--- config.mk ---
export PLATFORM = sky130hd
export DESIGN_NAME = y2rgb_lane
export DESIGN_NICKNAME = d
export VERILOG_FILES = /design/src/hdl/assert_macros.svh /design/src/hdl/y2rgb_pkg.sv /design/src/hdl/y2rgb_lane.sv
export SDC_FILE = /design/constraint.sdc
export NUM_CORES = 2
export LEC_CHECK = 0
export BUFFER_PORTS_ARGS = -buffer_cell sky130_fd_sc_hd__buf_2
export CAP_MARGIN = 20
export CORE_MARGIN = 3
export CORE_UTILIZATION = 46
export CTS_CLUSTER_DIAMETER = 50
export DETAILED_ROUTE_END_ITERATION = 10
export PLACE_DENSITY = 0.64
export SKIP_LAST_GASP = 1
export SLEW_MARGIN = 20
export SYNTH_ARGS = -nofsm -noshare
export SYNTH_HDL_FRONTEND = slang
export SYNTH_SLANG_ARGS = --single-unit
--- constraint.sdc ---
create_clock -name clk -period 18.55 [get_ports clk]
set_input_delay 0.9275 -clock clk [delete_from_list [all_inputs] [get_ports clk]]
set_output_delay 0.9275 -clock clk [all_outputs]
set_load 0.02 [all_outputs]
--- src/hdl/assert_macros.svh ---
// Assertion macros shared by the converter RTL; compiled out for synthesis.
`ifndef ASSERT_MACROS_SVH
`define ASSERT_MACROS_SVH

`ifndef SYNTHESIS

// Same-cycle implication, disabled while reset is asserted.
`define ASSERT_IMPLY(lbl, clk, rst_n, ante, cons) \
    lbl: assert property (@(posedge clk) disable iff (!rst_n) (ante) |-> (cons)) \
        else $error("assertion failed");

// Next-cycle implication, disabled while reset is asserted.
`define ASSERT_NEXT(lbl, clk, rst_n, ante, cons) \
    lbl: assert property (@(posedge clk) disable iff (!rst_n) (ante) |=> (cons)) \
        else $error("assertion failed");

`else

`define ASSERT_IMPLY(lbl, clk, rst_n, ante, cons)
`define ASSERT_NEXT(lbl, clk, rst_n, ante, cons)

`endif

`endif

--- src/hdl/y2rgb_pkg.sv ---
// Package: types, coefficients and pipeline constants of the YCbCr to RGB converter.
`timescale 1ns / 1ps

package y2rgb_pkg;

    // pipeline geometry: seven lane stages plus the output register
    localparam int NUM_STG   = 8;
    localparam int NUM_LANES = 4;

    // 4:2:0 coefficients, 16.16 fixed point
    localparam logic signed [17:0] K_LUM   = 18'sd76309;
    localparam logic signed [17:0] K_R_CR  = 18'sd104597;
    localparam logic signed [15:0] K_G_CB  = 16'sd25675;
    localparam logic signed [16:0] K_G_CR  = 17'sd53279;
    localparam logic signed [18:0] K_B_CB  = 19'sd132201;

    // 4:2:2 coefficients, scaled by 10000
    localparam logic [13:0] K_DR_CR = 14'd15938;
    localparam logic [14:0] K_DB_CB = 15'd20238;
    localparam logic [13:0] K_DY    = 14'd11644;
    localparam logic [14:0] K_DG_Y  = 15'd19837;
    localparam logic [12:0] K_DG_R  = 13'd5094;
    localparam logic [10:0] K_DG_B  = 11'd1942;
    localparam logic [21:0] OFF_DR  = 22'd2221300;
    localparam logic [21:0] OFF_DB  = 22'd2771300;
    localparam logic [18:0] OFF_DG  = 19'd311710;

    // divide by 10000: q = (v * DIV_RECIP) >> DIV_SHIFT, exact for v < 2^22
    localparam logic [23:0] DIV_RECIP = 24'd13743896;
    localparam int          DIV_SHIFT = 37;
    // quotients at or above 256 start here
    localparam logic [22:0] DIV_SAT   = 23'd2560000;

    typedef struct packed {
        logic [7:0] chroma_blue;
        logic [7:0] chroma_red;
        logic [7:0] luma_top_left;
        logic [7:0] luma_top_right;
        logic [7:0] luma_bottom_left;
        logic [7:0] luma_bottom_right;
    } src_item_t;

    typedef struct packed {
        logic [7:0] red_top_left;
        logic [7:0] green_top_left;
        logic [7:0] blue_top_left;
        logic [7:0] red_top_right;
        logic [7:0] green_top_right;
        logic [7:0] blue_top_right;
        logic [7:0] red_bottom_left;
        logic [7:0] green_bottom_left;
        logic [7:0] blue_bottom_left;
        logic [7:0] red_bottom_right;
        logic [7:0] green_bottom_right;
        logic [7:0] blue_bottom_right;
    } rgb_item_t;

    typedef struct packed {
        logic [7:0] red;
        logic [7:0] green;
        logic [7:0] blue;
    } pixel_t;

    // one lane's finished pixel under both formulas
    typedef struct packed {
        pixel_t tab;
        pixel_t dec;
    } lane_out_t;

    // chroma products shared by all lanes
    typedef struct packed {
        logic signed [24:0] r_tab;
        logic signed [22:0] g_cb;
        logic signed [23:0] g_cr;
        logic signed [25:0] b_tab;
        logic        [21:0] r_dec;
        logic        [22:0] b_dec;
    } chroma_terms_t;

    // per-stage load enables and the format of the item entering the output register
    typedef struct packed {
        logic [NUM_STG-1:0] load;
        logic               mode;
    } pipe_ctrl_t;

endpackage

--- src/hdl/y2rgb_lane.sv ---
// One luma lane: both conversion formulas for a single pixel, seven stages deep.
`timescale 1ns / 1ps

module y2rgb_lane (
    input  logic                     clk,
    input  y2rgb_pkg::pipe_ctrl_t    ctrl,
    input  y2rgb_pkg::chroma_terms_t chroma,
    input  logic [7:0]               luma,
    output y2rgb_pkg::lane_out_t     result
);
    import y2rgb_pkg::*;

    // floor shift by 16 and clip to a byte
    function automatic logic [7:0] clip_tab(input logic signed [26:0] s);
        logic signed [10:0] sh;
        sh = s[26:16];
        if (sh < 11'sd0)
            return 8'd0;
        else if (sh > 11'sd255)
            return 8'd255;
        else
            return sh[7:0];
    endfunction

    // quotient by 10000 with saturation flags
    function automatic logic [7:0] quot_sat(input logic neg, input logic hi,
                                            input logic [45:0] prod);
        if (neg)
            return 8'd0;
        else if (hi)
            return 8'd255;
        else
            return prod[DIV_SHIFT+7:DIV_SHIFT];
    endfunction

    // stage 0: luma products
    logic signed [8:0]  dy;
    logic signed [26:0] lum_full;
    logic signed [25:0] lum_s0_reg;
    logic        [21:0] ydr_next;
    logic        [21:0] ydr_s0_reg;
    logic        [22:0] ydg_next;
    logic        [22:0] ydg_s0_reg;

    assign dy       = $signed({1'b0, luma} - 9'd16);
    assign lum_full = dy * K_LUM;
    assign ydr_next = luma * K_DY;
    assign ydg_next = luma * K_DG_Y;

    always_ff @(posedge clk)
    begin
        if (ctrl.load[0])
        begin
            lum_s0_reg <= lum_full[25:0];
            ydr_s0_reg <= ydr_next;
            ydg_s0_reg <= ydg_next;
        end
    end

    // stage 1: channel sums
    logic signed [26:0] rtab_next, gtab_next, btab_next;
    logic signed [26:0] rtab_s1_reg, gtab_s1_reg, btab_s1_reg;
    logic        [23:0] rdec_next, bdec_next;
    logic        [23:0] rdec_s1_reg, bdec_s1_reg;
    logic        [22:0] ydg_s1_reg;

    always_comb
    begin
        rtab_next = 27'(lum_s0_reg) + 27'($signed(chroma.r_tab));
        gtab_next = 27'(lum_s0_reg) - 27'($signed(chroma.g_cb))
                  - 27'($signed(chroma.g_cr));
        btab_next = 27'(lum_s0_reg) + 27'($signed(chroma.b_tab));
        rdec_next = {2'b0, chroma.r_dec} + {2'b0, ydr_s0_reg} - 24'(OFF_DR);
        bdec_next = {1'b0, chroma.b_dec} + {2'b0, ydr_s0_reg} - 24'(OFF_DB);
    end

    always_ff @(posedge clk)
    begin
        if (ctrl.load[1])
        begin
            rtab_s1_reg <= rtab_next;
            gtab_s1_reg <= gtab_next;
            btab_s1_reg <= btab_next;
            rdec_s1_reg <= rdec_next;
            bdec_s1_reg <= bdec_next;
            ydg_s1_reg  <= ydg_s0_reg;
        end
    end

    // stage 2: 16.16 clip; red/blue reciprocal multiply
    pixel_t       tab_next;
    pixel_t       tab_s2_reg;
    logic         rneg_next, rhi_next, bneg_next, bhi_next;
    logic         rneg_s2_reg, rhi_s2_reg, bneg_s2_reg, bhi_s2_reg;
    logic [45:0]  rprod_next, bprod_next;
    logic [45:0]  rprod_s2_reg, bprod_s2_reg;
    logic [22:0]  ydg_s2_reg;

    always_comb
    begin
        tab_next.red   = clip_tab(rtab_s1_reg);
        tab_next.green = clip_tab(gtab_s1_reg);
        tab_next.blue  = clip_tab(btab_s1_reg);
        rneg_next  = rdec_s1_reg[23];
        rhi_next   = !rdec_s1_reg[23] && (rdec_s1_reg[22:0] >= DIV_SAT);
        rprod_next = rdec_s1_reg[21:0] * DIV_RECIP;
        bneg_next  = bdec_s1_reg[23];
        bhi_next   = !bdec_s1_reg[23] && (bdec_s1_reg[22:0] >= DIV_SAT);
        bprod_next = bdec_s1_reg[21:0] * DIV_RECIP;
    end

    always_ff @(posedge clk)
    begin
        if (ctrl.load[2])
        begin
            tab_s2_reg   <= tab_next;
            rneg_s2_reg  <= rneg_next;
            rhi_s2_reg   <= rhi_next;
            rprod_s2_reg <= rprod_next;
            bneg_s2_reg  <= bneg_next;
            bhi_s2_reg   <= bhi_next;
            bprod_s2_reg <= bprod_next;
            ydg_s2_reg   <= ydg_s1_reg;
        end
    end

    // stage 3: clipped red and blue
    pixel_t      tab_s3_reg;
    logic [7:0]  r_s3_reg, b_s3_reg;
    logic [22:0] ydg_s3_reg;

    always_ff @(posedge clk)
    begin
        if (ctrl.load[3])
        begin
            tab_s3_reg <= tab_s2_reg;
            r_s3_reg   <= quot_sat(rneg_s2_reg, rhi_s2_reg, rprod_s2_reg);
            b_s3_reg   <= quot_sat(bneg_s2_reg, bhi_s2_reg, bprod_s2_reg);
            ydg_s3_reg <= ydg_s2_reg;
        end
    end

    // stage 4: green sum from luma and clipped red/blue
    logic [20:0] gr_prod;
    logic [18:0] gb_prod;
    logic [23:0] gs_next;
    pixel_t      tab_s4_reg;
    logic [7:0]  r_s4_reg, b_s4_reg;
    logic [23:0] gs_s4_reg;

    assign gr_prod = r_s3_reg * K_DG_R;
    assign gb_prod = b_s3_reg * K_DG_B;
    assign gs_next = {1'b0, ydg_s3_reg} - 24'(OFF_DG) - 24'(gr_prod) - 24'(gb_prod);

    always_ff @(posedge clk)
    begin
        if (ctrl.load[4])
        begin
            tab_s4_reg <= tab_s3_reg;
            r_s4_reg   <= r_s3_reg;
            b_s4_reg   <= b_s3_reg;
            gs_s4_reg  <= gs_next;
        end
    end

    // stage 5: green reciprocal multiply
    logic        gneg_next, ghi_next;
    logic [45:0] gprod_next;
    pixel_t      tab_s5_reg;
    logic [7:0]  r_s5_reg, b_s5_reg;
    logic        gneg_s5_reg, ghi_s5_reg;
    logic [45:0] gprod_s5_reg;

    assign gneg_next  = gs_s4_reg[23];
    assign ghi_next   = !gs_s4_reg[23] && (gs_s4_reg[22:0] >= DIV_SAT);
    assign gprod_next = gs_s4_reg[21:0] * DIV_RECIP;

    always_ff @(posedge clk)
    begin
        if (ctrl.load[5])
        begin
            tab_s5_reg   <= tab_s4_reg;
            r_s5_reg     <= r_s4_reg;
            b_s5_reg     <= b_s4_reg;
            gneg_s5_reg  <= gneg_next;
            ghi_s5_reg   <= ghi_next;
            gprod_s5_reg <= gprod_next;
        end
    end

    // stage 6: lane result
    lane_out_t res_next;
    lane_out_t res_s6_reg;

    always_comb
    begin
        res_next.tab       = tab_s5_reg;
        res_next.dec.red   = r_s5_reg;
        res_next.dec.green = quot_sat(gneg_s5_reg, ghi_s5_reg, gprod_s5_reg);
        res_next.dec.blue  = b_s5_reg;
    end

    always_ff @(posedge clk)
    begin
        if (ctrl.load[6])
        begin
            res_s6_reg <= res_next;
        end
    end

    assign result = res_s6_reg;

endmodule

==> impl_metrics.json <==
{
  "antenna_found_initial": 12,
  "slew_violations": 0,
  "grt_max_degree": 68,
  "grt-ovfl-total": 0,
  "drt.antenna.violating_nets": 0,
  "drive_above_1_share_pct": 6.629,
  "period_share_pct": 38.31,
  "vias_per_cell": 5.007,
  "routabilityCongestion": 0.9337,
  "start_util_pct": 46.42,
  "cts-root-buf": "clkbuf_16",
  "layout_common_cells": "inv_1 (1,200), ha_1 (1,063), fa_1 (694), edfxtp_1 (461), nor2_1 (234)",
  "maxCapViolations": 0,
  "grt_usage_pct": 20.19,
  "io_pins": 209,
  "crit_family": "adder cells",
  "drtIter0Drc": 1588,
  "cts_setup_buffers": 0,
  "clock_sinks": 461,
  "die_w_um": 345.9,
  "dr.pass1.iters": 5,
  "cp_slowest_stage_delay_ns": 0.57,
  "grt_pass1_vias": 35290,
  "wire_per_inst_um": 17.99,
  "hold_depth": 0,
  "relSlewSlack_pct": 38.29,
  "postCtsHoldBufs": 0,
  "row_count": 124,
  "coreArea_um2": 114500,
  "fin_skew_ns": 0.02675,
  "yosys.area_share.simple_pct": 4.751,
  "utilization_pct": 50.63,
  "ys_ff_latch": 461,
  "critical_path_buf_inv_count": 4,
  "cts_buffer_depth": 3,
  "synth_warnings": 0,
  "post-route-min-period_ns": 7.106,
  "worstHoldStart": "ydg_s0_reg[8]$_DFFE_PP_",
  "r2r_cells": 28,
  "worstHoldEndpoint": "ydg_s1_reg[8]$_DFFE_PP_",
  "max_freq_mhz": 140.7,
  "yosysSeqAreaShare_pct": 26.05,
  "cp_slowest_cell": "edfxtp_1",
  "endpoint_kind": "flip-flop",
  "die-area_um2": 119700,
  "largest_register_ffs": 48,
  "status": "finished, final reports clean",
  "rsz0062_at_grt": "false",
  "final_common_cell": "inv_1",
  "cp.arrival_ns": 7.56,
  "area_growth_pct": 9.078,
  "synth_edf_count": 461,
  "syn_avg_cell_area_um2": 11.36,
  "clk_pin_slew_ns": 0.06,
  "insertion_delay_ns": 0.62,
  "start_kind": "flip-flop",
  "io_buffers": 206,
  "fp.dieH_um": 345.9,
  "worstPathMaxFanout": 8,
  "ys_types": 68,
  "synth-xor-area-share_pct": 3.197,
  "worst_pin_slew_ns": 0.9257,
  "synth_adder_area_share_pct": 51.17,
  "hold_viol_final": 0,
  "vias": 32520,
  "hold_path_class": "flip-flop to flip-flop",
  "cts_resized": 0,
  "synth_top_family_by_area": "adder cells",
  "async_reset_ff_share_pct": 0,
  "setup_viol": 0,
  "grt_pass1_wl_um": 189700,
  "reg2reg_from": "r_s3_reg[5]$_SDFFCE_PP0P_",
  "drc": 0,
  "tns_ns": 0,
  "yosys_most_used_dff": "edfxtp_1",
  "syn_area_um2": 53150,
  "cpMostUsedCell": "ha_1",
  "critPathRequiredTime_ns": 19.00,
  "synth_compound_area_share_pct": 6.217,
  "wirelength_um": 116900,
  "postSynthCellCount": 4678,
  "syn_nets": 6596,
  "htree_num_levels": 2,
  "fin_nets": 6849,
  "timing.rr.end": "gs_s4_reg[23]$_DFFE_PP_",
  "cts_tree": "done",
  "hpwlAfterDp_um": 100700,
  "synth_mux_area_share_pct": 0.01883,
  "reg2reg_setup_slack_ns": 11.44,
  "cts_buffers": 56,
  "path_class": "flip-flop to flip-flop"
}
[per-stage QoR]
stage	worst slack, ns	cell area, µm²	std cells	hold slack (ns)
finish	11.44	57970	6495	0.4020
floorplan	12.16	53150	4678	0.4003
CTS	11.46	57960	6490	0.3981
detailed placement	11.50	56060	6385	0.4045
global placement	11.54	56060	6385	0.4002
global route	10.96	57970	6495	0.4012
[area by class of cell]
class                      instances  area [µm²]
fill                           10310       56530
multi-input combinational       2999       34730
antenna                            5       12.51
timing repair buffer             213        1091
sequential                       461       13840
clock inverter                    43       473.0
tap                             1512        1892
inverter                        1200        4504
clock buffer                      62        1424
[worst register-to-register path: cells and delay by family, from the launching register on]
family                   cells  cell delay, ns
adder cells (fa/ha/maj)      8            3.05
AO/OA/AOI/OAI               14            2.76
flip-flops                   1            0.57
buffers and inverters        4            0.24
AND/OR/NAND/NOR              1            0.17
XOR/XNOR                     1            0.15
[routing by layer]
| layer | part of all wire (%) | global-route usage [%] |
|---|---|---|
| met3 | 3.6 | 1.983 |
| met5 | 0.011 | 0 |
| met1 | 45 | 27.44 |
| met4 | 1.9 | 4.249 |
| met2 | 49 | 35.21 |
[how the worst max path moves through the flow]
stage                                         start  slack [ns]                       to  cells after the start
after floorplan           r_s3_reg[5]$_SDFFCE_PP0P_       12.16  gs_s4_reg[21]$_DFFE_PP_                     28
final                     r_s3_reg[5]$_SDFFCE_PP0P_       11.44  gs_s4_reg[23]$_DFFE_PP_                     28
after detailed placement  r_s3_reg[5]$_SDFFCE_PP0P_       11.50  gs_s4_reg[23]$_DFFE_PP_                     28
after CTS                 r_s3_reg[5]$_SDFFCE_PP0P_       11.46  gs_s4_reg[23]$_DFFE_PP_                     28
after global placement    r_s3_reg[5]$_SDFFCE_PP0P_       11.54  gs_s4_reg[23]$_DFFE_PP_                     28
after global routing      r_s3_reg[5]$_SDFFCE_PP0P_       10.96  gs_s4_reg[22]$_DFFE_PP_                     28
[kinds of logic (layout without fill, tap and decap cells)]
logic type,after synthesis,after routing
compound gates,500,500
xor+xnor,194,194
fa+ha+maj,1757,1757
buf+inv,1218,1518
flops,461,461
mux,1,1
other cells,0,5
simple gates,547,547
[synthesized netlist by cell type, drive strengths merged (30+ instances only)]
cell type | instances | area, µm²
ha | 1063 | 13300
nand2 | 88 | 330.3
fa | 694 | 13890
nor2 | 234 | 878.3
xnor2 | 143 | 1252
a21oi | 166 | 842.1
o21a | 30 | 225.2
nor2b | 32 | 200.2
nand3 | 47 | 235.2
o21ai | 73 | 365.4
xor2 | 51 | 446.7
inv | 1200 | 4504
a21o | 84 | 630.6
nor3 | 48 | 240.2
edfxtp | 461 | 13840
Power is not shown: default switching activity piles up to over one toggle a cycle in this logic, so the estimate is an artifact.
