**src/hdl/assert_macros.svh**
```systemverilog
// Assertion macros shared by the converter RTL; compiled out for synthesis.
`ifndef ASSERT_MACROS_SVH
`define ASSERT_MACROS_SVH

`ifndef SYNTHESIS

// Same-cycle implication, disabled while reset is asserted.
`define ASSERT_IMPLY(lbl, clk, rst_n, ante, cons) \
    lbl: assert property (@(posedge clk) disable iff (!rst_n) (ante) |-> (cons)) \
        else $error("assertion failed");

// Next-cycle implication, disabled while reset is asserted.
`define ASSERT_NEXT(lbl, clk, rst_n, ante, cons) \
    lbl: assert property (@(posedge clk) disable iff (!rst_n) (ante) |=> (cons)) \
        else $error("assertion failed");

`else

`define ASSERT_IMPLY(lbl, clk, rst_n, ante, cons)
`define ASSERT_NEXT(lbl, clk, rst_n, ante, cons)

`endif

`endif

```
**src/hdl/y2rgb_pkg.sv**
```systemverilog
// Package: types, coefficients and pipeline constants of the YCbCr to RGB converter.
`timescale 1ns / 1ps

package y2rgb_pkg;

    // pipeline geometry: seven lane stages plus the output register
    localparam int NUM_STG   = 8;
    localparam int NUM_LANES = 4;

    // 4:2:0 coefficients, 16.16 fixed point
    localparam logic signed [17:0] K_LUM   = 18'sd76309;
    localparam logic signed [17:0] K_R_CR  = 18'sd104597;
    localparam logic signed [15:0] K_G_CB  = 16'sd25675;
    localparam logic signed [16:0] K_G_CR  = 17'sd53279;
    localparam logic signed [18:0] K_B_CB  = 19'sd132201;

    // 4:2:2 coefficients, scaled by 10000
    localparam logic [13:0] K_DR_CR = 14'd15938;
    localparam logic [14:0] K_DB_CB = 15'd20238;
    localparam logic [13:0] K_DY    = 14'd11644;
    localparam logic [14:0] K_DG_Y  = 15'd19837;
    localparam logic [12:0] K_DG_R  = 13'd5094;
    localparam logic [10:0] K_DG_B  = 11'd1942;
    localparam logic [21:0] OFF_DR  = 22'd2221300;
    localparam logic [21:0] OFF_DB  = 22'd2771300;
    localparam logic [18:0] OFF_DG  = 19'd311710;

    // divide by 10000: q = (v * DIV_RECIP) >> DIV_SHIFT, exact for v < 2^22
    localparam logic [23:0] DIV_RECIP = 24'd13743896;
    localparam int          DIV_SHIFT = 37;
    // quotients at or above 256 start here
    localparam logic [22:0] DIV_SAT   = 23'd2560000;

    typedef struct packed {
        logic [7:0] chroma_blue;
        logic [7:0] chroma_red;
        logic [7:0] luma_top_left;
        logic [7:0] luma_top_right;
        logic [7:0] luma_bottom_left;
        logic [7:0] luma_bottom_right;
    } src_item_t;

    typedef struct packed {
        logic [7:0] red_top_left;
        logic [7:0] green_top_left;
        logic [7:0] blue_top_left;
        logic [7:0] red_top_right;
        logic [7:0] green_top_right;
        logic [7:0] blue_top_right;
        logic [7:0] red_bottom_left;
        logic [7:0] green_bottom_left;
        logic [7:0] blue_bottom_left;
        logic [7:0] red_bottom_right;
        logic [7:0] green_bottom_right;
        logic [7:0] blue_bottom_right;
    } rgb_item_t;

    typedef struct packed {
        logic [7:0] red;
        logic [7:0] green;
        logic [7:0] blue;
    } pixel_t;

    // one lane's finished pixel under both formulas
    typedef struct packed {
        pixel_t tab;
        pixel_t dec;
    } lane_out_t;

    // chroma products shared by all lanes
    typedef struct packed {
        logic signed [24:0] r_tab;
        logic signed [22:0] g_cb;
        logic signed [23:0] g_cr;
        logic signed [25:0] b_tab;
        logic        [21:0] r_dec;
        logic        [22:0] b_dec;
    } chroma_terms_t;

    // per-stage load enables and the format of the item entering the output register
    typedef struct packed {
        logic [NUM_STG-1:0] load;
        logic               mode;
    } pipe_ctrl_t;

endpackage

```
**src/hdl/y2rgb_chroma.sv**
```systemverilog
// Shared chroma multiplier stage feeding all luma lanes.
`timescale 1ns / 1ps

module y2rgb_chroma (
    input  logic                     clk,
    input  y2rgb_pkg::pipe_ctrl_t    ctrl,
    input  logic [7:0]               chroma_blue,
    input  logic [7:0]               chroma_red,
    output y2rgb_pkg::chroma_terms_t terms
);
    import y2rgb_pkg::*;

    logic signed [8:0]  dcb;
    logic signed [8:0]  dcr;
    logic signed [26:0] r_tab_full;
    logic signed [24:0] g_cb_full;
    logic signed [25:0] g_cr_full;
    logic signed [27:0] b_tab_full;
    logic        [21:0] r_dec_full;
    logic        [22:0] b_dec_full;
    chroma_terms_t      terms_next;
    chroma_terms_t      terms_reg;

    // centered chroma for the 16.16 path
    assign dcb = $signed({1'b0, chroma_blue} - 9'd128);
    assign dcr = $signed({1'b0, chroma_red} - 9'd128);

    assign r_tab_full = dcr * K_R_CR;
    assign g_cb_full  = dcb * K_G_CB;
    assign g_cr_full  = dcr * K_G_CR;
    assign b_tab_full = dcb * K_B_CB;
    assign r_dec_full = chroma_red * K_DR_CR;
    assign b_dec_full = chroma_blue * K_DB_CB;

    always_comb
    begin
        terms_next.r_tab = r_tab_full[24:0];
        terms_next.g_cb  = g_cb_full[22:0];
        terms_next.g_cr  = g_cr_full[23:0];
        terms_next.b_tab = b_tab_full[25:0];
        terms_next.r_dec = r_dec_full;
        terms_next.b_dec = b_dec_full;
    end

    // stage 0 product register
    always_ff @(posedge clk)
    begin
        if (ctrl.load[0])
        begin
            terms_reg <= terms_next;
        end
    end

    assign terms = terms_reg;

endmodule

```
**config.mk**
```make
export PLATFORM = sky130hd
export DESIGN_NAME = y2rgb_chroma
export DESIGN_NICKNAME = d
export VERILOG_FILES = /design/src/hdl/assert_macros.svh /design/src/hdl/y2rgb_pkg.sv /design/src/hdl/y2rgb_chroma.sv
export SDC_FILE = /design/constraint.sdc
export NUM_CORES = 1
export LEC_CHECK = 0
export BUFFER_PORTS_ARGS = -buffer_cell sky130_fd_sc_hd__buf_2
export CORE_MARGIN = 2
export CORE_UTILIZATION = 60
export DETAILED_ROUTE_END_ITERATION = 16
export GPL_ROUTABILITY_DRIVEN = 0
export PLACE_DENSITY = 0.9
export SKIP_LAST_GASP = 1
export SLEW_MARGIN = 40
export SYNTH_ARGS = -nofsm -noshare
export SYNTH_HDL_FRONTEND = slang
export SYNTH_SLANG_ARGS = --single-unit
```
**constraint.sdc**
```tcl
create_clock -name clk -period 8.1 [get_ports clk]
set_input_delay 0.81 -clock clk [delete_from_list [all_inputs] [get_ports clk]]
set_output_delay 0.81 -clock clk [all_outputs]
set_load 0.005 [all_outputs]
```
==> metrics.txt, run 1 <==
status finished, final reports clean; Max-Slew Margin vs Limit 55.1%; Post-DP Area 16500 um^2; synth unique cells 52; die height 164 um; core area 25100 um^2; fin crit period 6.15 ns; final setup margin 1.95 ns; cells after synthesis 1380; Finished Cell Area 17100 um^2; drt wl/cell 18.1 um; DRT iter0 DRCs 782; DIE AREA 26800 um^2; Antenna Nets Post-Route 0; # hold bufs at CTS 0; Hold/Removal Path Class input pin to flop; Final TNS setup 0 ns; row cnt 58; initial antenna violation count 1; Yosys warnings 0; I/O pin cnt 169; share of post-route cells with drive strength above 1 12.9%; synthesized cell area 15300 um^2; worst setup path class input pin to flop; Mapped Avg Cell Area 11.1 um^2; clk slew on worst S/H paths 0.06 ns; NumNets Final 2076; VDD IR max 0.176 mV; Main synth FF type edfxtp_1; Final Hold Fails 0; Leak Pwr 8.90 nW; global route overflow 0; initial core utilization 61.0%; worst hold stages 1; post_cts resized 0; largest net degree at the start of global routing 76; # DRC 0; die width 164 um; detailed placement HPWL 26400 um; Layout area overhead 11.5%; H-tree lvl count 4; critical path arrival 6.34 ns; total of max-cap violations 0; measured slew at the worst slew-check pin 0.674 ns; Yosys top cell by area ha_1; deepest clock path buffer count 2; Via-to-Cell Ratio 5.72; synth cell count leaders 381 x ha_1, 282 x inv_1, 135 x edfxtp_1; Seq/Total Area, Yosys 26.5%; #FFs+latches synth 135; WHS Endpoint terms[28]; vias in the first global route 11404; Max Fclk 163 MHz; total power after layout 0.00477 W; first-pass GRT wire length 55400 um; port bufs 158; most frequent cell after synthesis ha_1; Slew Limit Fails 0; Tcrit/Tclk final 75.9%; drt total wl 34200 um; Layout Utilization 68.0%; PwrDens 279 nW/um^2; Crit. End Element flop; Area contributors post-synth ha_1 31%, edfxtp_1 26%, fa_1 16%; min-delay src chroma_red[4]; CTS sink count 135; number of flip-flops in the largest register 135; antenna cells 0; worst-path maximum fanout 15; gr usage total 26.6%; top-area cell type share of the netlist area 31.1%; via count 10829; final setup fails 0; RSZ-0062 raised after global routing no; required time worst endpoint 8.29 ns; # Post-CTS Setup Buffers 0; CTS Buf Count 17; Setup WS pre-CTS 1.60 ns; CTS tree yes; share of flip-flops with an asynchronous set or reset 0%; Setup crit start kind input pin; Post-synth EDFFs 135; Root Buffer clkbuf_16; DRT Pass-1 Iters 6
[layout make-up]
type | instances | area [um^2]
Clock buffer | 17 | 425
Fill cell | 1745 | 8030
Timing Repair Buffer | 159 | 808
Multi-Input combinational cell | 955 | 10100
Inverter | 282 | 1060
Sequential cell | 135 | 4050
Clock inverter | 15 | 178
Tap cell | 330 | 413
[critical path, cell delays in order]
cell and delay (ns):
buf_2 0.34, inv_1 0.42, ha_1 0.54, inv_1 0.15, ha_1 0.31, inv_1 0.05
fa_1 0.50, inv_1 0.06, fa_1 0.41, inv_1 0.08, fa_1 0.41, inv_1 0.07
ha_1 0.26, o21a_1 0.15, a2111oi_1 0.66, o31ai_1 0.30, o21ai_1 0.28, nor2b_1 0.27
o21ai_1 0.12, xnor2_1 0.14
[metrics by stage]
stage | std cells | hold WS, ns
3_3_place_gp | 1861 | 1.20
5_1_grt | 1893 | 0.803
2_1_floorplan | 1381 | 0.909
4_1_cts | 1893 | 0.794
3_5_place_dp | 1861 | 1.20
6_report | 1893 | 0.809
[cells by family (layout without fill, tap and decap cells)]
kind of cell | count (synthesis) | count (layout) | synth area share (%)
DFF | 135 | 135 | 26.5
AOI/OAI and AO/OA | 223 | 223 | 9.70
buffers and inverters | 291 | 473 | 7.33
xor gates and xnor gates | 98 | 98 | 5.61
adders and majority gates | 500 | 500 | 46.7
other | 1 | 2 | 0.0245
and+or+nand+nor | 132 | 132 | 4.18
[layout by cell type (no fill, tap or decap), types with 3 or more instances in the layout]
cell       instances
buf_2            157
a21o_1            34
or3_1              5
inv_1            282
clkbuf_16         17
o211ai_1           4
nand4_1            5
bufinv_16          3
a31o_2             3
nand2_1           31
o21bai_1          10
a211oi_1           8
a21oi_1           73
ha_1             381
o21a_1            10
nor2_1            37
nor2b_1           10
o31ai_1            3
or2_2              5
clkinv_4           3
o21ai_0           21
o2111ai_1          3
a221oi_1           3
nand2b_1          13
a31oi_1            7
o22ai_1            4
xnor2_1           75
o21ai_1           15
edfxtp_1         135
a211o_1            4
nor3_1             9
and3_1             4
xor2_1            23
nand3_1            8
fa_1             119
[routing by layer]
metal	vias to the layer above	GRT usage, %	wire length [um]
met3	127	5.28	2060
met2	398	49.0	17900
met4	2	12.8	1540
li1	5088	-	-
met5	-	0	11
met1	5214	29.3	12700
[worst max-delay path by stage]
stage	start	endpoint	slack [ns]
after global placement	chroma_red[7]	terms[93]	1.89
after global routing	chroma_red[7]	terms[93]	1.73
after floorplan	chroma_red[7]	terms[93]	2.91
after CTS	chroma_red[7]	terms[93]	2.06
after detailed placement	chroma_red[7]	terms[93]	1.60
final	chroma_red[7]	terms[93]	1.95
[power by group]
part	internal [W]	switching, W
logic	0.00120	0.00150
clock network	0.000486	0.000342
registers	0.00117	0.0000686
Power figures use the tool's default switching activity.
==> inputs of run 2 (changes only) <==
Settings changed: CORE_UTILIZATION 60 to 55, PLACE_DENSITY 0.9 to 0.88.
Clock period 8.1 ns to 5.22 ns, I/O delays scaled along.
==> metrics.txt, run 2 (synthesis gave the netlist of run 1 again) <==
status finished, final reports clean; WP buf/inv 5 (-2); min-delay src ctrl[1]; antenna cells 0 (unchanged); post_cts resized 0 (unchanged); Multi-input gate area 10100 um^2 (unchanged); Pint 0.00435 W (+52%); die height 171 um (+4.3%); CP max stage cell a2111oi_1; gr usage total 24.2% (-2.4 points); Leak Pwr 9.11 nW (+2.4%); largest net degree at the start of global routing 69 (-9.2%); number of flip-flops in the largest register 135 (unchanged); Net Sw Frac 40.4% (+0.29 points); measured slew at the worst slew-check pin 0.658 ns (-0.0156 ns); Via-to-Cell Ratio 5.50 (-3.8%); Hold WS 0.462 ns (-0.346 ns); combinational share of power 58.3% (+1.7 points); Final TNS setup 0 ns (unchanged); total of max-cap violations 0 (unchanged); drt total wl 33800 um (-1.4%); # Post-CTS Setup Buffers 0 (unchanged); core area 27600 um^2 (+10%); required time worst endpoint 5.40 ns (-2.89 ns); I/O pin cnt 169 (unchanged); detailed placement HPWL 26900 um (+2.1%); Max Fclk 206 MHz; share of post-route cells with drive strength above 1 15.6% (+2.7 points); worst-path maximum fanout 4 (-11); FF/Latch Area 4050 um^2 (unchanged); CTS sink count 135 (unchanged); Net Sw Power 0.00295 W (+54%); critical path arrival 5.02 ns (-1.32 ns); NumNets Final 2128 (+2.5%); Slew Limit Fails 0 (unchanged); PwrDens 418 nW/um^2 (+50%); DIE AREA 29200 um^2 (+8.9%); VDD IR max 0.401 mV (+130%); initial antenna violation count 0 (-1); Clock Power Share 15.3% (-2.0 points); final setup margin 0.376 ns (-1.57 ns); H-tree lvl count 4 (unchanged); Filler cells 2071 (+19%); CP Launch Point chroma_red[3]; via count 10969 (+1.3%); most frequent cells in the layout 381 x ha_1, 282 x inv_1, 157 x buf_2, 135 x edfxtp_1, 119 x fa_1; CTS tree yes; Crit. End Element flop; global route overflow 0 (unchanged); drt wl/cell 16.9 um (-6.3%); port bufs 158 (unchanged); deepest clock path buffer count 2 (unchanged); worst setup path class input pin to flop; vias in the first global route 11696 (+2.6%); CP Capture Point terms[93]; Flop pwr share 26.4% (+0.3 points); initial core utilization 55.4% (-5.6 points); RSZ-0062 raised after global routing no; Layout Utilization 63.2% (-4.8 points); Top delay family on crit path adder cells; Layout area overhead 14.0%; fin crit period 4.84 ns; Levels on crit path 18 (-10%); DRT Pass-1 Iters 5 (-1); Antenna Nets Post-Route 0 (unchanged); DRT iter0 DRCs 616 (-21%); sequence of cells on the critical path buf_2, fa_1, ha_1, inv_1, fa_1, inv_1, fa_1, inv_1, fa_1, inv_1, ha_1, o21a_1, a2111oi_1, o31ai_1, o21ai_1, nor2b_1, o21ai_1, xnor2_1; final setup fails 0 (unchanged); commonest non-fill, non-tap cell in the layout ha_1; # hold bufs at CTS 0 (unchanged); # DRC 0 (unchanged); Max-Slew Margin vs Limit 56.1% (+1.0 points); Hold/Removal Path Class input pin to flop; Post-DP Area 16900 um^2 (+2.7%); Root Buffer clkbuf_16; Tcrit/Tclk final 92.8%; clk slew on worst S/H paths 0.07 ns (about the same); Setup WS pre-CTS -0.0228 ns (-1.63 ns); Setup crit start kind input pin; CP peak stage delay 0.64 ns (-0.02 ns); die width 171 um (+4.3%); Finished Cell Area 17500 um^2 (+2.2%); Final Hold Fails 0 (unchanged); CTS Buf Count 17 (unchanged); first-pass GRT wire length 55400 um (about the same); row cnt 61 (+5.2%)
run 2: cell type report:
class,count,area share [%]
Clock buffer,17,2.44
Inverter,282,6.07
Tap cell,378,2.71
Sequential cell,135,23.2
Timing Repair Buffer,211,6.85
Multi-Input combinational cell,955,58.1
Clock inverter,15,0.602
run 2: through the flow:
stage                     total power (W)  std cells
after floorplan                   0.00484       1381
after global placement            0.00596       1961
after detailed placement          0.00614       1961
after CTS                         0.00733       1993
after global routing              0.00795       1993
final                             0.00730       1993
run 2: worst min-delay path by stage:
| stage | to | slack [ns] | cells after the start |
|---|---|---|---|
| after CTS | terms[76] | 0.45 | 1 |
| final | terms[76] | 0.46 | 1 |
| after detailed placement | terms[76] | 0.91 | 1 |
| after global placement | terms[76] | 0.90 | 1 |
| after global routing | terms[76] | 0.45 | 1 |
| after floorplan | terms[118] | 0.62 | 0 |
run 2: metal layers:
metal	track usage [%]	up-vias	routed length, um
met1	26.2	5290	12800
met5	0	-	0
met4	12.7	0	1790
li1	-	5186	-
met3	4.72	131	1770
met2	44.7	362	17400
run 2: power groups by stage:
stage	registers, W	logic [W]	clock network (W)
2_1_floorplan	0.00200	0.00284	0
3_3_place_gp	0.00195	0.00401	0
3_5_place_dp	0.00195	0.00419	0
4_1_cts	0.00193	0.00427	0.00113
5_1_grt	0.00197	0.00482	0.00117
6_report	0.00192	0.00426	0.00112
==> inputs of run 3 (changes only) <==
Settings changed: ABC_AREA from default to 1, CORE_UTILIZATION 55 to 56, REMOVE_ABC_BUFFERS from default to 1.
==> metrics.txt, run 3 <==
Hold/Removal Path Class input pin to flop; number of flip-flops in the largest register 135 (unchanged); core area 29500 um^2 (+6.7%); I/O pin cnt 169 (unchanged); # DRC 0 (unchanged); synthesized cell area 16700 um^2 (+9.2%); die width 177 um (+3.5%); final setup margin 0.773 ns (+0.397 ns); RSZ-0062 raised after global routing no; CTS tree yes; Tcrit/Tclk final 85.2% (-7.6 points); Slew Limit Fails 0 (unchanged); Leak Pwr 10.5 nW (+16%); global route overflow 0 (unchanged); # Post-CTS Setup Buffers 0 (unchanged); Layout area overhead 11.6%; CP max stage cell fa_1; #FFs+latches synth 135 (unchanged); Net Sw Power 0.00354 W (+20%); port bufs 158 (unchanged); min-delay src chroma_red[4]; synth unique cells 32 (-38%); via count 13545 (+23%); antenna cells 0 (unchanged); Top delay family on crit path adder cells; initial core utilization 56.7% (+1.3 points); top-area cell type share of the netlist area 28.5% (-2.6 points); Setup WS pre-CTS 0.414 ns (+0.437 ns); Filler cells 2207 (+6.6%); detailed placement HPWL 31500 um (+17%); commonest non-fill, non-tap cell in the layout inv_1; required time worst endpoint 5.43 ns (+0.03 ns); post_cts resized 0 (unchanged); final setup fails 0 (unchanged); vias in the first global route 13771 (+18%); drt total wl 39800 um (+18%); fin crit period 4.45 ns (-0.397 ns); worst hold stages 1 (unchanged); status finished, final reports clean; largest net degree at the start of global routing 81 (+17%); clk slew on worst S/H paths 0.06 ns (about the same); NumNets Final 2597 (+22%); WHS Endpoint terms[28]; Final Hold Fails 0 (unchanged); DRT Pass-1 Iters 8 (+3); most frequent cell on the critical path nand2_1; first-pass GRT wire length 64800 um (+17%); Max-Slew Margin vs Limit 49.0% (-7.2 points); Mapped Avg Cell Area 8.86 um^2 (-20%); gr usage total 26.3% (+2.1 points); Final TNS setup 0 ns (unchanged); Via-to-Cell Ratio 5.47 (-0.52%); H-tree lvl count 4 (unchanged); share of post-route cells with drive strength above 1 11.5% (-4.1 points); Antenna Nets Post-Route 0 (unchanged); sequence of cells on the critical path buf_2, inv_1, ha_1, inv_1, ha_1, fa_1, fa_1, inv_1, fa_1, inv_1, ha_1, a21oi_1, o21ai_2, nand2_1, nand2_1, nand2_1, nand2_1, nand2_1, nand2_1; deepest clock path buffer count 2 (unchanged); Pint 0.00439 W (+1.0%); worst-path maximum fanout 9 (+5); Flop pwr share 24.2% (-2.2 points); WP buf/inv 5 (unchanged); PwrDens 425 nW/um^2 (+1.7%); critical path arrival 4.65 ns (-0.37 ns); cells after synthesis 1886 (+37%); synth cell count leaders 417 x inv_1, 416 x nand2_1, 381 x ha_1; Post-synth EDFFs 135 (unchanged); Setup crit start kind input pin; Crit. End Element flop; DRT iter0 DRCs 1258 (+100%); die height 177 um (+3.5%); initial antenna violation count 0 (unchanged); Yosys top cell by area ha_1; CTS Buf Count 17 (unchanged); Levels on crit path 19 (+1); combinational share of power 59.9% (+1.6 points); Area contributors post-synth ha_1 29%, edfxtp_1 24%, fa_1 14%; Seq/Total Area, Yosys 24.3% (-2.2 points); DIE AREA 31200 um^2 (+7.0%); total of max-cap violations 0 (unchanged); Net Sw Frac 44.6% (+4.2 points); row cnt 63 (+3.3%); drt wl/cell 16.1 um (-5.0%); worst setup path class input pin to flop; Yosys warnings 0 (unchanged); # hold bufs at CTS 0 (unchanged); CTS sink count 135 (unchanged); Max Fclk 225 MHz (+8.9%); Clock Power Share 15.9% (+0.6 points); Main synth FF type edfxtp_1; measured slew at the worst slew-check pin 0.766 ns (+0.108 ns); CP peak stage delay 0.56 ns (-0.08 ns); most frequent cell after synthesis inv_1; Root Buffer clkbuf_16; total power after layout 0.00794 W (+8.7%); VDD IR max 0.352 mV (-12%); share of flip-flops with an asynchronous set or reset 0% (unchanged); most frequent cells in the layout 417 x inv_1, 416 x nand2_1, 381 x ha_1, 157 x buf_2, 135 x edfxtp_1
## run 3: layer usage
metal	wire, um	up-vias	track usage [%]
met5	0	-	0
met4	1800	0	12.8
met3	2840	155	4.06
met2	20100	648	47.7
met1	15100	6332	30.2
li1	-	6410	-
## run 3: per-stage QoR
stage / hold slack (ns) / util [%] / instance area, um^2 / cells
6_report: 0.513 / 63.3 / 18700 / 2474
2_1_floorplan: 0.621 / - / 16700 / 1879
3_3_place_gp: 0.913 / 61.2 / 18100 / 2442
4_1_cts: 0.499 / 63.3 / 18700 / 2474
3_5_place_dp: 0.913 / 61.2 / 18100 / 2442
5_1_grt: 0.509 / 63.3 / 18700 / 2474
## run 3: cells by family (layout without fill, tap and decap cells)
group           after synthesis  count (layout)  synth area share [%]
other cells                   1               2                0.0224
flops                       135             135                  24.3
compound gates              136             136                  4.37
simple gates                627             627                  15.7
fa+ha+maj                   500             500                  42.8
buf+inv                     427             624                  9.77
xor+xnor                     60              60                  3.14
## run 3: layout make-up
cell class,count,area (um^2),area share (%)
repair buffers,173,910,4.87
inverters,419,1570,8.43
clock inverters,14,174,0.932
multi-input cells,1325,11000,59.1
flip-flops and latches,135,4050,21.7
clock buffers,18,429,2.30
well taps,390,488,2.62
## run 3: power by group through the flow
stage               logic [W]  registers, W  clock network, W
floorplan             0.00314       0.00199                 0
global placement      0.00439       0.00194                 0
detailed placement    0.00461       0.00194                 0
CTS                   0.00470       0.00193           0.00127
global route          0.00535       0.00196           0.00132
finish                0.00475       0.00192           0.00126
## run 3: worst max-delay path by stage
stage / start / to
finish: chroma_blue[6] / terms[116]
global route: chroma_blue[6] / terms[112]
CTS: chroma_blue[6] / terms[116]
detailed placement: chroma_blue[6] / terms[116]
global placement: chroma_blue[6] / terms[116]
floorplan: chroma_blue[7] / terms[110]
