==> src/hdl/assert_macros.svh <==
// Assertion macros shared by the converter RTL; compiled out for synthesis.
`ifndef ASSERT_MACROS_SVH
`define ASSERT_MACROS_SVH

`ifndef SYNTHESIS

// Same-cycle implication, disabled while reset is asserted.
`define ASSERT_IMPLY(lbl, clk, rst_n, ante, cons) \
    lbl: assert property (@(posedge clk) disable iff (!rst_n) (ante) |-> (cons)) \
        else $error("assertion failed");

// Next-cycle implication, disabled while reset is asserted.
`define ASSERT_NEXT(lbl, clk, rst_n, ante, cons) \
    lbl: assert property (@(posedge clk) disable iff (!rst_n) (ante) |=> (cons)) \
        else $error("assertion failed");

`else

`define ASSERT_IMPLY(lbl, clk, rst_n, ante, cons)
`define ASSERT_NEXT(lbl, clk, rst_n, ante, cons)

`endif

`endif

==> src/hdl/y2rgb_pkg.sv <==
// Package: types, coefficients and pipeline constants of the YCbCr to RGB converter.
`timescale 1ns / 1ps

package y2rgb_pkg;

    // pipeline geometry: seven lane stages plus the output register
    localparam int NUM_STG   = 8;
    localparam int NUM_LANES = 4;

    // 4:2:0 coefficients, 16.16 fixed point
    localparam logic signed [17:0] K_LUM   = 18'sd76309;
    localparam logic signed [17:0] K_R_CR  = 18'sd104597;
    localparam logic signed [15:0] K_G_CB  = 16'sd25675;
    localparam logic signed [16:0] K_G_CR  = 17'sd53279;
    localparam logic signed [18:0] K_B_CB  = 19'sd132201;

    // 4:2:2 coefficients, scaled by 10000
    localparam logic [13:0] K_DR_CR = 14'd15938;
    localparam logic [14:0] K_DB_CB = 15'd20238;
    localparam logic [13:0] K_DY    = 14'd11644;
    localparam logic [14:0] K_DG_Y  = 15'd19837;
    localparam logic [12:0] K_DG_R  = 13'd5094;
    localparam logic [10:0] K_DG_B  = 11'd1942;
    localparam logic [21:0] OFF_DR  = 22'd2221300;
    localparam logic [21:0] OFF_DB  = 22'd2771300;
    localparam logic [18:0] OFF_DG  = 19'd311710;

    // divide by 10000: q = (v * DIV_RECIP) >> DIV_SHIFT, exact for v < 2^22
    localparam logic [23:0] DIV_RECIP = 24'd13743896;
    localparam int          DIV_SHIFT = 37;
    // quotients at or above 256 start here
    localparam logic [22:0] DIV_SAT   = 23'd2560000;

    typedef struct packed {
        logic [7:0] chroma_blue;
        logic [7:0] chroma_red;
        logic [7:0] luma_top_left;
        logic [7:0] luma_top_right;
        logic [7:0] luma_bottom_left;
        logic [7:0] luma_bottom_right;
    } src_item_t;

    typedef struct packed {
        logic [7:0] red_top_left;
        logic [7:0] green_top_left;
        logic [7:0] blue_top_left;
        logic [7:0] red_top_right;
        logic [7:0] green_top_right;
        logic [7:0] blue_top_right;
        logic [7:0] red_bottom_left;
        logic [7:0] green_bottom_left;
        logic [7:0] blue_bottom_left;
        logic [7:0] red_bottom_right;
        logic [7:0] green_bottom_right;
        logic [7:0] blue_bottom_right;
    } rgb_item_t;

    typedef struct packed {
        logic [7:0] red;
        logic [7:0] green;
        logic [7:0] blue;
    } pixel_t;

    // one lane's finished pixel under both formulas
    typedef struct packed {
        pixel_t tab;
        pixel_t dec;
    } lane_out_t;

    // chroma products shared by all lanes
    typedef struct packed {
        logic signed [24:0] r_tab;
        logic signed [22:0] g_cb;
        logic signed [23:0] g_cr;
        logic signed [25:0] b_tab;
        logic        [21:0] r_dec;
        logic        [22:0] b_dec;
    } chroma_terms_t;

    // per-stage load enables and the format of the item entering the output register
    typedef struct packed {
        logic [NUM_STG-1:0] load;
        logic               mode;
    } pipe_ctrl_t;

endpackage

==> src/hdl/y2rgb_merge.sv <==
// Merge stage: picks each lane's formula by format and builds the output item.
`timescale 1ns / 1ps
`include "assert_macros.svh"

module y2rgb_merge (
    input  logic                                             clk,
    input  logic                                             rst_n,
    input  y2rgb_pkg::pipe_ctrl_t                            ctrl,
    input  y2rgb_pkg::lane_out_t [y2rgb_pkg::NUM_LANES-1:0] lane_res,
    output y2rgb_pkg::rgb_item_t                             item
);
    import y2rgb_pkg::*;

    rgb_item_t item_next;
    rgb_item_t item_reg;
    logic      mode_out_reg;

    // 4:2:2 uses the decimal result for the top pair and zeroes the bottom
    always_comb
    begin
        item_next = '0;
        if (ctrl.mode)
        begin
            item_next.red_top_left    = lane_res[0].dec.red;
            item_next.green_top_left  = lane_res[0].dec.green;
            item_next.blue_top_left   = lane_res[0].dec.blue;
            item_next.red_top_right   = lane_res[1].dec.red;
            item_next.green_top_right = lane_res[1].dec.green;
            item_next.blue_top_right  = lane_res[1].dec.blue;
        end
        else
        begin
            item_next.red_top_left       = lane_res[0].tab.red;
            item_next.green_top_left     = lane_res[0].tab.green;
            item_next.blue_top_left      = lane_res[0].tab.blue;
            item_next.red_top_right      = lane_res[1].tab.red;
            item_next.green_top_right    = lane_res[1].tab.green;
            item_next.blue_top_right     = lane_res[1].tab.blue;
            item_next.red_bottom_left    = lane_res[2].tab.red;
            item_next.green_bottom_left  = lane_res[2].tab.green;
            item_next.blue_bottom_left   = lane_res[2].tab.blue;
            item_next.red_bottom_right   = lane_res[3].tab.red;
            item_next.green_bottom_right = lane_res[3].tab.green;
            item_next.blue_bottom_right  = lane_res[3].tab.blue;
        end
    end

    // output register
    always_ff @(posedge clk)
    begin
        if (ctrl.load[NUM_STG-1])
        begin
            item_reg <= item_next;
        end
    end

    always_ff @(posedge clk or negedge rst_n)
    begin
        if (!rst_n)
        begin
            mode_out_reg <= 1'b0;
        end
        else if (ctrl.load[NUM_STG-1])
        begin
            mode_out_reg <= ctrl.mode;
        end
    end

    assign item = item_reg;

    // bottom pixels of a 4:2:2 item are black
    `ASSERT_IMPLY(a_bottom_zero, clk, rst_n, mode_out_reg, (item_reg.red_bottom_left == 8'd0) && (item_reg.green_bottom_left == 8'd0) && (item_reg.blue_bottom_left == 8'd0) && (item_reg.red_bottom_right == 8'd0) && (item_reg.green_bottom_right == 8'd0) && (item_reg.blue_bottom_right == 8'd0))

endmodule

==> config.mk <==
export PLATFORM = sky130hd
export DESIGN_NAME = y2rgb_merge
export DESIGN_NICKNAME = d
export VERILOG_FILES = /design/src/hdl/y2rgb_pkg.sv /design/src/hdl/y2rgb_merge.sv
export VERILOG_INCLUDE_DIRS = /design/src /design/src/hdl
export SDC_FILE = /design/constraint.sdc
export NUM_CORES = 1
export LEC_CHECK = 0
export BUFFER_PORTS_ARGS = -buffer_cell sky130_fd_sc_hd__buf_4
export CAP_MARGIN = 20
export CORE_AREA = 5 5 114 116
export CTS_BUF_LIST = sky130_fd_sc_hd__clkbuf_4 sky130_fd_sc_hd__clkbuf_8 sky130_fd_sc_hd__clkbuf_16
export DETAILED_ROUTE_END_ITERATION = 8
export DIE_AREA = 0 0 119 121
export HOLD_SLACK_MARGIN = 0.1
export MAX_ROUTING_LAYER = met4
export PLACE_DENSITY = 0.72
export SETUP_SLACK_MARGIN = 0.1
export SYNTH_ARGS = -nofsm -noshare
export SYNTH_HDL_FRONTEND = slang
export SYNTH_SLANG_ARGS = --single-unit
export TNS_END_PERCENT = 10
==> constraint.sdc <==
create_clock -name clk -period 1.9 [get_ports clk]
set_input_delay 0.38 -clock clk [delete_from_list [all_inputs] [get_ports clk]]
set_output_delay 0.38 -clock clk [all_outputs]
set_load 0.01 [all_outputs]
==> results of run 1 <==
## final timing paths
check                                     to               start  slack [ns]  depth (start not counted)
worst min-delay path  item[10]$_SDFFCE_PP0P_       lane_res[178]        0.33                          2
worst max-delay path                item[52]  item[52]$_DFFE_PP_        0.62                          1
## area by class of cell
| class | instances | share of cell area [%] |
|---|---|---|
| Sequential cell | 96 | 46.05 |
| Clock inverter | 7 | 0.9994 |
| Timing Repair Buffer | 246 | 30.10 |
| Clock buffer | 9 | 3.598 |
| Multi-Input combinational cell | 96 | 16.31 |
| Tap cell | 147 | 2.938 |
## cell usage in the layout, fill, tap and decap left out
| master | Yosys | final |
|---|---|---|
| sky130_fd_sc_hd__clkinv_2 | 0 | 1 |
| sky130_fd_sc_hd__mux2_4 | 48 | 48 |
| sky130_fd_sc_hd__clkinvlp_4 | 0 | 1 |
| sky130_fd_sc_hd__buf_4 | 0 | 243 |
| sky130_fd_sc_hd__clkinv_4 | 0 | 1 |
| sky130_fd_sc_hd__edfxtp_1 | 96 | 96 |
| sky130_fd_sc_hd__clkinv_1 | 0 | 3 |
| sky130_fd_sc_hd__clkbuf_16 | 0 | 9 |
| sky130_fd_sc_hd__nor2b_1 | 48 | 48 |
| sky130_fd_sc_hd__bufinv_16 | 0 | 1 |
| sky130_fd_sc_hd__buf_12 | 0 | 3 |
## per-stage QoR
step | total power, mW | area [um^2] | cells
after CTS | 5.286 | 6260 | 601
after global routing | 5.429 | 6260 | 601
final | 5.205 | 6260 | 601
after detailed placement | 3.528 | 5972 | 585
after floorplan | 2.954 | 4028 | 203
after global placement | 3.504 | 5972 | 585
## power groups by stage
stage	clock [mW]	combinational [mW]	sequential, mW
2_1_floorplan	0	0.223	2.73
3_3_place_gp	0	0.874	2.63
3_5_place_dp	0	0.890	2.64
4_1_cts	1.80	0.891	2.59
5_1_grt	1.89	0.933	2.61
6_report	1.74	0.875	2.59
## cells in the mapped netlist
library cell and instances:
sky130_fd_sc_hd__buf_6 11, sky130_fd_sc_hd__edfxtp_1 96, sky130_fd_sc_hd__mux2_4 48, sky130_fd_sc_hd__nor2b_1 48
## routing by layer
metal / vias up / wire length (um) / track usage (%)
met5: - / 0 / -
li1: 1244 / - / -
met4: 0 / 264 / 7.386
met1: 1213 / 3567 / 14.43
met2: 166 / 4913 / 21.90
met3: 20 / 1046 / 5.035
## cell families after synthesis
kind of cell	Yosys count	share of synthesized area [%]
flops	96	71.57
mux	48	17.89
simple gates	48	7.456
buf+inv	11	3.076
==> results.cfg, run 1 <==
[run_status]
outcome = complete, no violations

[floorplan]
fp.dieArea_mm2 = 0.01440
starting_density_of_the_core_pct = 34.10
std_cell_rows = 40
die_w_um = 119
dieHeight_um = 121
ios = 299
core_area_mm2 = 0.01181

[logic_synthesis]
synth.largest_area_cell = sky130_fd_sc_hd__edfxtp_1
synth_cell_types = 4
sequential_element_share_of_the_synthesized_area_pct = 71.58
ys_warn_count = 0
syn-instance-count = 203
synth_area_per_cell_um2 = 19.84
synth_area_mm2 = 0.004028
syn_nets = 406
synth_largest_type_area_fraction_pct = 71.58
top_area_cells_in_the_synthesized_netlist = sky130_fd_sc_hd__edfxtp_1 (72%), sky130_fd_sc_hd__mux2_4 (18%), sky130_fd_sc_hd__nor2b_1 (7.5%)
postSynthRegisterBits = 96

[setup_path]
slowest_stage = sky130_fd_sc_hd__edfxtp_1
cp-start-kind = register
crit_chain = buf_4
cp_num_buf_inv = 1
path_delay_family = flip-flops
worst_ep_arrival_time_ns = 0.90
worst_setup_path_end_kind = primary output
cp_data_required_time_ns = 1.52
crit_path_max_fanout = 1
critical-path-max-stage-delay_ns = 0.40
critical_path_start_end_classification = register to primary output

[global_routing]
grt_start_max_net_pins = 62
global_route_wire_length_before_repair_um = 14580
first_global_vias = 2777
globalRouteTotalUtil_pct = 13.53
gr-total-overflow = 0
grt_antenna_before_repair = 0

[placement]
placement.io_buffers = 242
routability_congestion_estimate = 0.7557
place_ws_ns = 0.4871

[power_and_ir_drop]
power_frac_comb_pct = 16.8
netSwitchingPower_mw = 1.112
seq_power_share_pct = 49.8
total_leakage_power_nw = 2.765
switching_power_as_a_share_of_total_power_pct = 21.36
power_density_mw_per_mm2 = 831.4
ir_worst_vdd_uv = 351.1
cellInternalPower_mw = 4.093
power.clock.fraction_pct = 33.4

[layout]
area_growth_syn_to_layout_pct = 55.42
total_area_of_sequential_cells_mm2 = 0.002883
nNetsFinal = 652
layout-drive-gt1-share_pct = 67.62
antenna_cells = 0
num-fill-cells = 999
largest_register_ff_count = 96
multi_input_area_mm2 = 0.001021
utilization_pct = 53.00

[clocking]
postCtsSetupBuffers = 0
post_cts_resized = 0
cts_buffers = 9
root_buffer = sky130_fd_sc_hd__clkbuf_16
cts-root-to-sink-buffers = 2
cts_tree = done
cts_clock_pin_slew_for_the_worst_setup_and_hold_paths_ns = 0.07
tritoncts_num_sinks = 96
cts_hold_buf = 0
cts_htree_levels = 3

[sta]
rsz0062_at_grt = false
timing.fmax_ghz = 0.7795
rel_slew_slack_pct = 69.05
worst_pin_slew_ns = 0.4642
final-hold-violation-count = 0
final.setup.tns_ns = 0
final-max-slew-violation-count = 0
period_share_pct = 67.52
timing.final.setup_violations = 0
setup_ws_ns = 0.6171
finalHoldWorstSlack_ns = 0.3346
layout_min_cycle_time_ns = 1.283

[routing]
aggregate_routed_wire_length_um = 9791
drt.antenna.violating_nets = 0
first_iter_violations = 170
drc = 0
dr.pass1.iters = 4
routed_vias = 2643
detail_route.wl_per_cell_um = 16.29
drt-vias-per-instance = 4.398

[run]
maxCapViolCount = 0

[min_path]
worst_hold_path_type = input port to register
Note: power is estimated with default switching activity, not from simulation.
==> run 2, diff against run 1 <==
Settings changed: CORE_AREA 5 5 114 116 to 5 5 113 115, DIE_AREA 0 0 119 121 to 0 0 118 120, PLACE_DENSITY 0.72 to 0.73.
Clock period 1.9 ns to 1.2 ns, I/O delays scaled along.
==> run 2 against run 1 <==
Compared with the run above: hold slack worse by 0.14 ns; final cell count increased by 1.0%; first-iteration DRC count down 27%; largest power group unchanged.
==> results.cfg, run 2 (same netlist as run 1, synthesis figures left out) <==
[power_and_ir_drop]
power_density_mw_per_mm2 = 1278
power_frac_comb_pct = 17.6
total_leakage_power_nw = 2.809
cellInternalPower_mw = 6.341
netSwitchingPower_mw = 1.762
switching_power_as_a_share_of_total_power_pct = 21.75
seq_power_share_pct = 50.6
power.clock.fraction_pct = 31.7
total_power_mw = 8.103
ir_worst_vdd_uv = 600.5

[sta]
finalHoldWorstSlack_ns = 0.1953
final.setup.tns_ns = 0
rel_slew_slack_pct = 84.17
worst_pin_slew_ns = 0.2375
timing.fmax_ghz = 0.8829
layout_min_cycle_time_ns = 1.133
setup_ws_ns = 0.06737
final-max-slew-violation-count = 0
period_share_pct = 94.39
timing.final.setup_violations = 0
final-hold-violation-count = 0
rsz0062_at_grt = true

[setup_path]
worst_setup_path_end_kind = primary output
cp_data_required_time_ns = 0.96
crit_chain = buf_6
startpoint = item[94]$_DFFE_PP_
worst_ep_arrival_time_ns = 0.89
critical-path-max-stage-delay_ns = 0.42
crit_path_max_fanout = 1
path_delay_family = flip-flops
cp_num_buf_inv = 1
cp_num_cells = 1
critical_path_start_end_classification = register to primary output
timing.critical_path.to = item[94]
cp-start-kind = register
slowest_stage = sky130_fd_sc_hd__edfxtp_1

[layout]
nNetsFinal = 658
area_growth_syn_to_layout_pct = 57.47
most_frequent_cells_in_the_layout = sky130_fd_sc_hd__buf_4 (236), sky130_fd_sc_hd__edfxtp_1 (96), sky130_fd_sc_hd__mux2_4 (48), sky130_fd_sc_hd__nor2b_1 (48), sky130_fd_sc_hd__buf_6 (12)
num-fill-cells = 961
layout-drive-gt1-share_pct = 68.48
utilization_pct = 54.16
layout_commonest_cell = sky130_fd_sc_hd__buf_4
antenna_cells = 0
largest_register_ff_count = 96

[clocking]
cts_htree_levels = 3
cts_tree = done
cts_buffers = 9
postCtsSetupBuffers = 0
root_buffer = sky130_fd_sc_hd__clkbuf_16
cts-root-to-sink-buffers = 2
cts_clock_pin_slew_for_the_worst_setup_and_hold_paths_ns = 0.07
tritoncts_num_sinks = 96

[routing]
drc = 0
routed_vias = 2622
first_iter_violations = 124
drt-vias-per-instance = 4.320
drt.antenna.violating_nets = 0
dr.pass1.iters = 4
aggregate_routed_wire_length_um = 9574
detail_route.wl_per_cell_um = 15.77

[placement]
placement.io_buffers = 242
place_ws_ns = -0.01389
routability_congestion_estimate = 0.7766

[floorplan]
dieHeight_um = 120
starting_density_of_the_core_pct = 34.39
fp.dieArea_mm2 = 0.01416
std_cell_rows = 40
ios = 299
core_area_mm2 = 0.01171
die_w_um = 118

[global_routing]
grt_antenna_before_repair = 0
globalRouteTotalUtil_pct = 13.74
grt_start_max_net_pins = 44
gr-total-overflow = 0
first_global_vias = 2744
global_route_wire_length_before_repair_um = 14700

[run_status]
outcome = complete, no violations

[min_path]
worstHoldStart = lane_res[123]
worst_hold_path_type = input port to register

[run]
maxCapViolCount = 0
[run 2: changes by cell type in the layout (fill, tap and decap cells not counted), sizes merged]
cell    before  now
buf        246  252
bufinv       1    0
clkbuf       9   10
clkinv       5    4
inv          0    1
[run 2: power groups by stage]
stage | clock, mW | sequential, mW | combinational [mW]
4_1_cts | 2.66 | 4.10 | 1.45
6_report | 2.57 | 4.10 | 1.43
5_1_grt | 2.81 | 4.13 | 1.53
2_1_floorplan | 0 | 4.33 | 0.352
3_5_place_dp | 0 | 4.17 | 1.44
3_3_place_gp | 0 | 4.16 | 1.41
[run 2: timing repair]
item,4_1_cts,5_1_grt
setup endpoints to repair,82,96
resized for setup,6,6
hold buffers,0,0
[run 2: worst min-delay path by stage]
stage / endpoint / slack [ns] / depth (start not counted)
after floorplan: item[0]$_SDFFCE_PP0P_ / 0.35 / 0
after global placement: item[42]$_SDFFCE_PP0P_ / 0.53 / 2
after detailed placement: item[28]$_SDFFCE_PP0P_ / 0.54 / 2
after CTS: item[28]$_SDFFCE_PP0P_ / 0.18 / 2
after global routing: item[17]$_SDFFCE_PP0P_ / 0.18 / 2
final: item[27]$_SDFFCE_PP0P_ / 0.20 / 2
[run 2: cell type report]
type	count	area, um^2	share of cell area [%]
clock buffers	10	232.7	3.669
flip-flops and latches	96	2883	45.45
clock inverters	6	35.03	0.5524
multi-input cells	96	1021	16.10
well taps	147	183.9	2.900
repair buffers	252	1987	31.33
[run 2: per-stage QoR]
step	instance area [um^2]	instances
CTS	6320	607
global route	6342	607
finish	6342	607
floorplan	4028	203
detailed placement	6030	591
global placement	6030	591
[run 2: layer usage]
layer	wire, um	global-route usage (%)
met5	0	-
met4	195	6.022
met3	1070	5.938
met2	4716	21.18
met1	3590	15.64
==> run 3, diff against run 2 <==
Settings changed: BUFFER_PORTS_ARGS -buffer_cell sky130_fd_sc_hd__buf_4 to -buffer_cell sky130_fd_sc_hd__buf_2, SKIP_LAST_GASP from default to 1.
==> run 3 against run 2 <==
Compared with the run above: count of clock-buffer cells in the layout did not move; sequential share of layout area rose by 4.7 points; fmax rose by 1.0%; hold slack improved by 0.0055 ns; first-iteration DRC count rose by 40%; critical path type unchanged; largest cell class unchanged.
==> results.cfg, run 3 (same netlist as run 1, synthesis figures left out) <==
[floorplan]
starting_density_of_the_core_pct = 34.39
ios = 299
std_cell_rows = 40
die_w_um = 118
fp.dieArea_mm2 = 0.01416
core_area_mm2 = 0.01171
dieHeight_um = 120

[clocking]
cts_hold_buf = 0
cts_buffers = 9
cts_clock_pin_slew_for_the_worst_setup_and_hold_paths_ns = 0.07
tritoncts_num_sinks = 96
postCtsSetupBuffers = 0
cts_tree = done
cts-root-to-sink-buffers = 2
cts_htree_levels = 3
root_buffer = sky130_fd_sc_hd__clkbuf_16

[power_and_ir_drop]
power_frac_comb_pct = 13.8
ir_worst_vdd_uv = 555.5
switching_power_as_a_share_of_total_power_pct = 21.24
total_power_mw = 8.218
power_density_mw_per_mm2 = 1431
power.clock.fraction_pct = 36.5
netSwitchingPower_mw = 1.745
total_leakage_power_nw = 2.609
cellInternalPower_mw = 6.473
seq_power_share_pct = 49.7

[routing]
routed_vias = 2623
wire_length_on_met3_um = 828
aggregate_routed_wire_length_um = 9420
drc = 0
detail_route.wl_per_cell_um = 15.52
met1_length_um = 3789
drt.antenna.violating_nets = 0
drt-vias-per-instance = 4.321
dr.pass1.iters = 4
top_routing_layer_used = met4
met2_routed_wl_um = 4579
first_iter_violations = 174

[sta]
worst_pin_slew_ns = 0.2283
rsz0062_at_grt = true
final-max-slew-violation-count = 0
period_share_pct = 93.42
setup_ws_ns = 0.07892
timing.fmax_ghz = 0.8920
rel_slew_slack_pct = 84.78
layout_min_cycle_time_ns = 1.121
timing.final.setup_violations = 0
final-hold-violation-count = 0

[setup_path]
crit_path_max_fanout = 1
worst_setup_path_end_kind = primary output
crit_chain = buf_2
worst_ep_arrival_time_ns = 0.88
cp_data_required_time_ns = 0.96
cp-start-kind = register
critical_path_start_end_classification = register to primary output
critical-path-max-stage-delay_ns = 0.40
cp_num_buf_inv = 1
path_delay_family = flip-flops
slowest_stage = sky130_fd_sc_hd__edfxtp_1

[run]
maxCapViolCount = 0

[placement]
routability_congestion_estimate = 0.7415
place_ws_ns = -0.005225
place.detailed.hpwl_um = 7505
placement.io_buffers = 242

[layout]
most_frequent_cells_in_the_layout = sky130_fd_sc_hd__buf_2 (240), sky130_fd_sc_hd__edfxtp_1 (96), sky130_fd_sc_hd__mux2_4 (48), sky130_fd_sc_hd__nor2b_1 (48), sky130_fd_sc_hd__clkbuf_16 (9)
area_growth_syn_to_layout_pct = 42.62
largest_register_ff_count = 96
antenna_cells = 0
layout-drive-gt1-share_pct = 68.48
nNetsFinal = 658
layout_commonest_cell = sky130_fd_sc_hd__buf_2
num-fill-cells = 1013

[global_routing]
global_route_wire_length_before_repair_um = 14540
grt_start_max_net_pins = 43
grt_antenna_before_repair = 0
gr-total-overflow = 0
first_global_vias = 2836
globalRouteTotalUtil_pct = 13.33

[run_status]
outcome = complete, no violations

[min_path]
worst_hold_path_type = input port to register
run 3: changes by cell type in the layout (fill, tap and decap cells not counted):
cell / previous run / this run
sky130_fd_sc_hd__clkinv_2: 3 / 2
sky130_fd_sc_hd__buf_2: 0 / 240
sky130_fd_sc_hd__clkinvlp_4: 1 / 0
sky130_fd_sc_hd__buf_6: 12 / 0
sky130_fd_sc_hd__bufinv_16: 0 / 2
sky130_fd_sc_hd__buf_4: 236 / 8
run 3: through the flow:
stage          hold slack, ns  setup TNS, ns  instances  instance area [um^2]  utilization (%)
6_report               0.2008              0        607                  5744            49.05
5_1_grt                0.1819              0        607                  5744            49.05
4_1_cts                0.1837              0        607                  5744            49.05
3_5_place_dp           0.5372       -0.01475        591                  5429            46.36
3_3_place_gp           0.5302              0        591                  5429            46.36
2_1_floorplan          0.3525              0        203                  4028                -
run 3: cell type report:
| class | count | area, um^2 | area share, % |
|---|---|---|---|
| Clock buffer | 10 | 232.7 | 4.051 |
| Sequential cell | 96 | 2883 | 50.19 |
| Timing Repair Buffer | 252 | 1341 | 23.35 |
| Tap cell | 147 | 183.9 | 3.202 |
| Clock inverter | 6 | 82.58 | 1.438 |
| Multi-Input combinational cell | 96 | 1021 | 17.77 |
run 3: metal layers:
| layer | global-route usage (%) | up-vias |
|---|---|---|
| li1 | - | 1251 |
| met2 | 21.39 | 160 |
| met4 | 6.237 | 0 |
| met5 | - | - |
| met1 | 15.66 | 1195 |
| met3 | 3.629 | 17 |
run 3: power groups by stage:
stage / sequential, mW / clock [mW] / combinational (mW)
2_1_floorplan: 4.33 / 0 / 0.352
3_3_place_gp: 4.15 / 0 / 1.13
3_5_place_dp: 4.16 / 0 / 1.16
4_1_cts: 4.09 / 3.12 / 1.16
5_1_grt: 4.11 / 3.22 / 1.22
6_report: 4.08 / 3.00 / 1.13
run 3: timing repair:
item	4_1_cts	5_1_grt
gates resized for setup	0	0
setup endpoints to repair	37	84
hold endpoints to repair	0	0
pin swaps	0	0
gates cloned	0	0
run 3: path summary, 6_finish.rpt:
kind,from,end,slack (ns),cells past startpoint
setup / recovery,item[94]$_DFFE_PP_,item[94],0.08,1
hold / removal,lane_res[123],item[27]$_SDFFCE_PP0P_,0.20,2
